`src/hdl/bspq_pkg.sv`:
```
// Shared types and constants of the bounded stable priority queue.
`timescale 1ns / 1ps
package bspq_pkg;
  localparam int KEY_W = 32;

  typedef enum logic {
    OP_ENQ   = 1'b0,
    OP_FLUSH = 1'b1
  } op_t;

  typedef enum logic {
    S_RUN  = 1'b0,
    S_EMIT = 1'b1
  } back_state_t;

  // Handshake between the request queue and the back end.
  typedef struct packed {
    logic valid;
    logic pop;
  } q_ctrl_t;
endpackage

```
`src/hdl/bspq_fifo.sv`:
```
// Short request queue between the front end and the back end.
`timescale 1ns / 1ps
module bspq_fifo import bspq_pkg::*; #(
  parameter int W = 97
) (
  input  logic         clk,
  input  logic         rst,
  input  logic         push,
  input  logic [W-1:0] wdata,
  output logic         full,
  output q_ctrl_t      ctrl_out,
  input  logic         pop,
  output logic [W-1:0] rdata
);
  localparam int DEPTH = 4;
  localparam int AW = $clog2(DEPTH);

  logic [W-1:0] mem [DEPTH];
  logic [AW-1:0] wptr;
  logic [AW-1:0] rptr;
  logic [AW:0] fill;
  logic do_pop;

  assign do_pop = pop && (fill != '0);
  assign full = (fill == (AW+1)'(DEPTH));
  assign ctrl_out.valid = (fill != '0);
  assign ctrl_out.pop = do_pop;
  assign rdata = mem[rptr];

  // Storage writes.
  always_ff @(posedge clk) begin
    if (push && !full) begin
      mem[wptr] <= wdata;
    end
  end

  // Pointers and fill level.
  always_ff @(posedge clk) begin
    if (rst) begin
      wptr <= '0;
      rptr <= '0;
      fill <= '0;
    end else begin
      if (push && !full) begin
        wptr <= wptr + 1'b1;
      end
      if (do_pop) begin
        rptr <= rptr + 1'b1;
      end
      fill <= fill + (AW+1)'(push && !full) - (AW+1)'(do_pop);
    end
  end
endmodule

```
`config.mk`:
```
export PLATFORM = sky130hd
export DESIGN_NAME = bspq_fifo
export DESIGN_NICKNAME = d
export VERILOG_FILES = /design/src/hdl/bspq_pkg.sv /design/src/hdl/bspq_fifo.sv
export SDC_FILE = /design/constraint.sdc
export NUM_CORES = 1
export LEC_CHECK = 0
export BUFFER_PORTS_ARGS = -buffer_cell sky130_fd_sc_hd__buf_2
export CAP_MARGIN = 20
export CORE_MARGIN = 4
export CORE_UTILIZATION = 50
export CTS_CLUSTER_SIZE = 40
export DETAILED_ROUTE_END_ITERATION = 16
export PLACE_DENSITY = 0.71
export SLEW_MARGIN = 10
export SYNTH_ARGS = -nofsm -noshare
export SYNTH_HDL_FRONTEND = slang
export SYNTH_SLANG_ARGS = --single-unit
```
`constraint.sdc`:
```
create_clock -name clk -period 4.9 [get_ports clk]
set_input_delay 0.245 -clock clk [delete_from_list [all_inputs] [get_ports clk]]
set_output_delay 0.245 -clock clk [all_outputs]
set_load 0.02 [all_outputs]
```
---- Yosys cells after proc, flatten, opt, wreduce, memory -nomap -nowiden ----
Memory sizes are Yosys's and may differ from the RTL's. A register that Yosys moved wholly into a read port is not among the register bits.
Index checks and enable logic that the tools add are counted.
storage, ports and cells
  input port bits ......................... 101
  word-level logic and storage cells ...... 17
  flip-flop bits (word level) ............. 7
  memories kept ........................... 1
  bits in writable memories ............... 388
  output and inout port bits .............. 100
cells by class
  equal/unequal tests ..................... 1
  reductions and logical operators ........ 4
  add/subtract/negate cells ............... 4
  muxes and demuxes ....................... 4
memories
  name  words  width  read ports  clocked after Yosys merged registers in  write ports  RTL line         source
  mem   4      97     1           1                                        1            bspq_fifo.sv:18  logic [W-1:0] mem [DEPTH];
operator list
  kind                                                           number
  2-bit by 1-bit adder with 2-bit output, second input constant  2
  2-bit 2-to-1 mux                                               2
  3-bit by 1-bit adder with 3-bit output                         1
  3-bit == test, second input constant                           1
  3-bit nonzero test                                             1
  3-bit by 1-bit subtractor with 3-bit output                    1
  1-bit logical AND                                              2
  1-bit 2-to-1 mux                                               2
  1-bit logical NOT                                              1

---- Depth between registers and ports, before layout ----
  depth after elaboration ................. 5
  gate-level depth with buffers ........... 11
  mapped depth without buffers ............ 11

---- Worst setup path after synthesis ----
Ideal clock, no wire load.
  path kind ............................... register -> register
  from .................................... reg fill[1]
  to ...................................... mem mem[0][0], enable pin
  data arrival time ....................... 3,130 ps
  buffers on the path ..................... 0
  data required time ...................... 4,433 ps
  setup time .............................. 467 ps
  clock period less this slack ............ 3,597 ps
  setup slack ............................. 1,303 ps
  stages on the path, launching flop included .. 4
  cells stage by stage .................... dfxtp_1 -> nor3b_1 -> nor2_1 -> and2_1
between the ends
  cells in the longest elaborated chain, start to end .. 5
RTL lines
  element                                 RTL line         source
  from (decl)                             bspq_fifo.sv:21  logic [AW:0] fill;
  from (signal assigned)                  bspq_fifo.sv:50  fill <= fill + (AW+1)'(push && !full) - (AW+1)'(do_pop);
  3-bit == test                           bspq_fifo.sv:25  assign full = (fill == (AW+1)'(DEPTH));
  net full                                bspq_fifo.sv:10  output logic full,
  1-bit logical NOT                       bspq_fifo.sv:32  if (push && !full) begin
  1-bit logical AND                       bspq_fifo.sv:32
  1-bit 2-to-1 mux                        bspq_fifo.sv:32
  1-bit 2-to-1 mux (not written as such)  bspq_fifo.sv:33  mem[wptr] <= wdata;
  to (decl)                               bspq_fifo.sv:18
The timed path passes the listed nets, and every way through them passes these cells.

==> run metrics <==
status finished clean; crit start category flop; syn nets 665; reg2reg start fill[1]; maximum VDD drop 0.377 mV; GRT Resource Usage Total 18.0%; Die Span Y 178 µm; Root Buffer clkbuf_16; core area 28,200 µm²; Final #Nets 987; slew margin rel. 28.1%; worst slew pin tran 1.08 ns; Clock Sinks 397; pwr dens 518 nW/µm²; CTS tree yes; worst path required time 4.66 ns; RSZ-0062 raised after global routing false; #FFs+latches synth 397; final hold vios 0; crit end category output port; P_leak 6.10 nW; Reg power frac 46.6%; commonest non-fill, non-tap cell in the layout edfxtp_1; Mean Syn Cell Area 26.0 µm²; DP HPWL 16,900 µm; via count 6,972; commonest non-fill, non-tap cells in the layout 388 x edfxtp_1, 200 x buf_2, 97 x mux4_2, 97 x dlygate4sd3_1, 41 x clkbuf_16; clock-pin slew of the registers on the worst-case setup and hold paths 0.06 ns; R2R cell count 4; H-tree depth 2; chip width 178 µm; global-route wire length before repair 43,000 µm; vias per cell 5.43; setup TNS 0 ns; global placement routability congestion 0.752; setup bufs post-CTS 0; Port Buffer Count 200; largest net degree at the start of global routing 69; Clock Path Buffers 3; initial core utilization 51.3%; Final WS setup 1.86 ns; die area 31,700 µm²; Seq/Total Area, Yosys 81.8%; share of cells above drive strength 1 40.0%; worst-case clock skew 0.0129 ns; CP Max Fanout 52; reg2reg end mem[0][93]; hold path cells 1; fin crit share 62.1%; DRT Pass-1 Iters 5; WL final 28,400 µm; Psw 2.62 mW; Layout area overhead 24.6%; worst setup path class reg -> out; Hold Crit Class in -> reg; post-synth cell types 26; Residual DRC 0; initial antenna violation count 1; sw frac 28.1%; Iteration-0 DRC Markers 618; Cell Int Power 6.72 mW; Final setup viols 0; row cnt 61; Num CTS Buffers 39; post-placement worst setup slack 1.99 ns; critical path arrival 2.80 ns; worst skew pair latency 0.51 ns; Max Transition Viols Final 0; Max Cap Viol 0; Hold Path Sink mem[0][91]; Avg WL per Cell 22.1 µm; ANT nets after route 0; worst hold path startpoint wdata[91]; fmax 328 MHz; Clk pwr share 29.5%; Netlist Area Pre-Place 14,500 µm²; Post-Syn Instances 557; min cycle time layout 3.04 ns; flop-to-flop setup slack 1.99 ns; combinational share of power 23.9%; vias in the first global route 7,620; overflow left after global routing 0; Yosys warning count 0; # IOs 201
-- layout make-up --
| cell class | count | area (µm²) |
|---|---|---|
| sequential | 397 | 11800 |
| fill | 1875 | 10100 |
| multi-input combinational | 130 | 2450 |
| timing repair buffer | 305 | 2040 |
| clock buffer | 47 | 1050 |
| tap | 378 | 473 |
| clock inverter | 19 | 140 |
| inverter | 6 | 22.5 |
| antenna | 2 | 5.00 |
-- layer usage --
metal / share of wire [%] / wire [µm] / vias to the layer above / global-route usage [%]
li1: - / - / 3032 / -
met1: 40 / 11300 / 3606 / 24.3
met4: 1.8 / 521 / 0 / 4.54
met3: 8.9 / 2520 / 42 / 4.75
met2: 50 / 14100 / 292 / 29.5
met5: 0 / 0 / - / 0
-- power by group through the flow --
stage	clock, mW	sequential [mW]	combinational, mW
final	2.76	4.35	2.23
after global routing	2.98	4.40	2.39
after CTS	2.82	4.36	2.28
after detailed placement	0	4.43	2.21
after global placement	0	4.40	2.18
after floorplan	0	4.28	1.65
-- Yosys cell counts --
cell type	count	area, µm²
nor2_1	6	22.5
clkbuf_1	7	26.3
o21ai_0	1	5.00
fa_1	1	20.0
mux2i_1	1	10.0
dfxtp_1	9	180
xnor2_1	1	8.76
edfxtp_1	388	11700
buf_8	3	45.0
mux4_2	97	2180
nor2b_1	1	6.26
ha_1	6	75.1
xor2_1	2	17.5
nor3_1	1	5.00
buf_4	1	7.51
buf_12	1	20.0
nor3b_1	1	7.51
o31a_1	1	8.76
and2_1	5	31.3
inv_1	6	22.5
or3_1	2	12.5
o311ai_0	1	8.76
buf_2	11	55.1
buf_6	1	11.3
nand2b_1	2	12.5
a21oi_1	1	5.00
-- critical path, cell delays in order (launching register included) --
cell and delay (ns):
dfxtp_4 0.99, buf_12 0.45, mux4_2 0.61, buf_2 0.18
-- metrics by stage --
stage	util (%)	hold slack, ns	total power, mW	cells	cell area [µm²]
floorplan	-	0.344	5.93	557	14500
global placement	56.3	0.457	6.58	1119	15900
detailed placement	56.3	0.462	6.64	1119	15900
CTS	64.0	0.00254	9.47	1282	18000
global route	64.0	0.000486	9.77	1283	18000
finish	64.0	0.0274	9.33	1284	18000
-- worst max path at each step --
stage            start    endpoint  slack (ns)
5_1_grt           flop   rdata[84]        1.57
3_3_place_gp   fill[1]  mem[0][88]        2.15
2_1_floorplan  fill[1]   mem[0][0]        1.30
6_report          flop   rdata[33]        1.86
4_1_cts           flop   rdata[33]        1.73
3_5_place_dp   fill[1]  mem[0][86]        1.99
-- what timing repair did --
action,4_1_cts,5_1_grt
endpoints found under the hold margin,388,0
hold buffers,97,0
gates resized for setup,0,0
-- logic make-up after synthesis --
| family | synth area share (%) |
|---|---|
| flops | 81.8 |
| fa+ha+maj | 0.658 |
| mux | 15.2 |
| simple gates | 0.675 |
| buf+inv | 1.30 |
| xor+xnor | 0.182 |
| compound gates | 0.190 |
-- flip-flops by register name, indices dropped and copies added (netlist names), named ones only --
name  flops
fill      3
mem     388
rptr      2
wptr      2
Note: power is estimated with default switching activity, not from simulation.
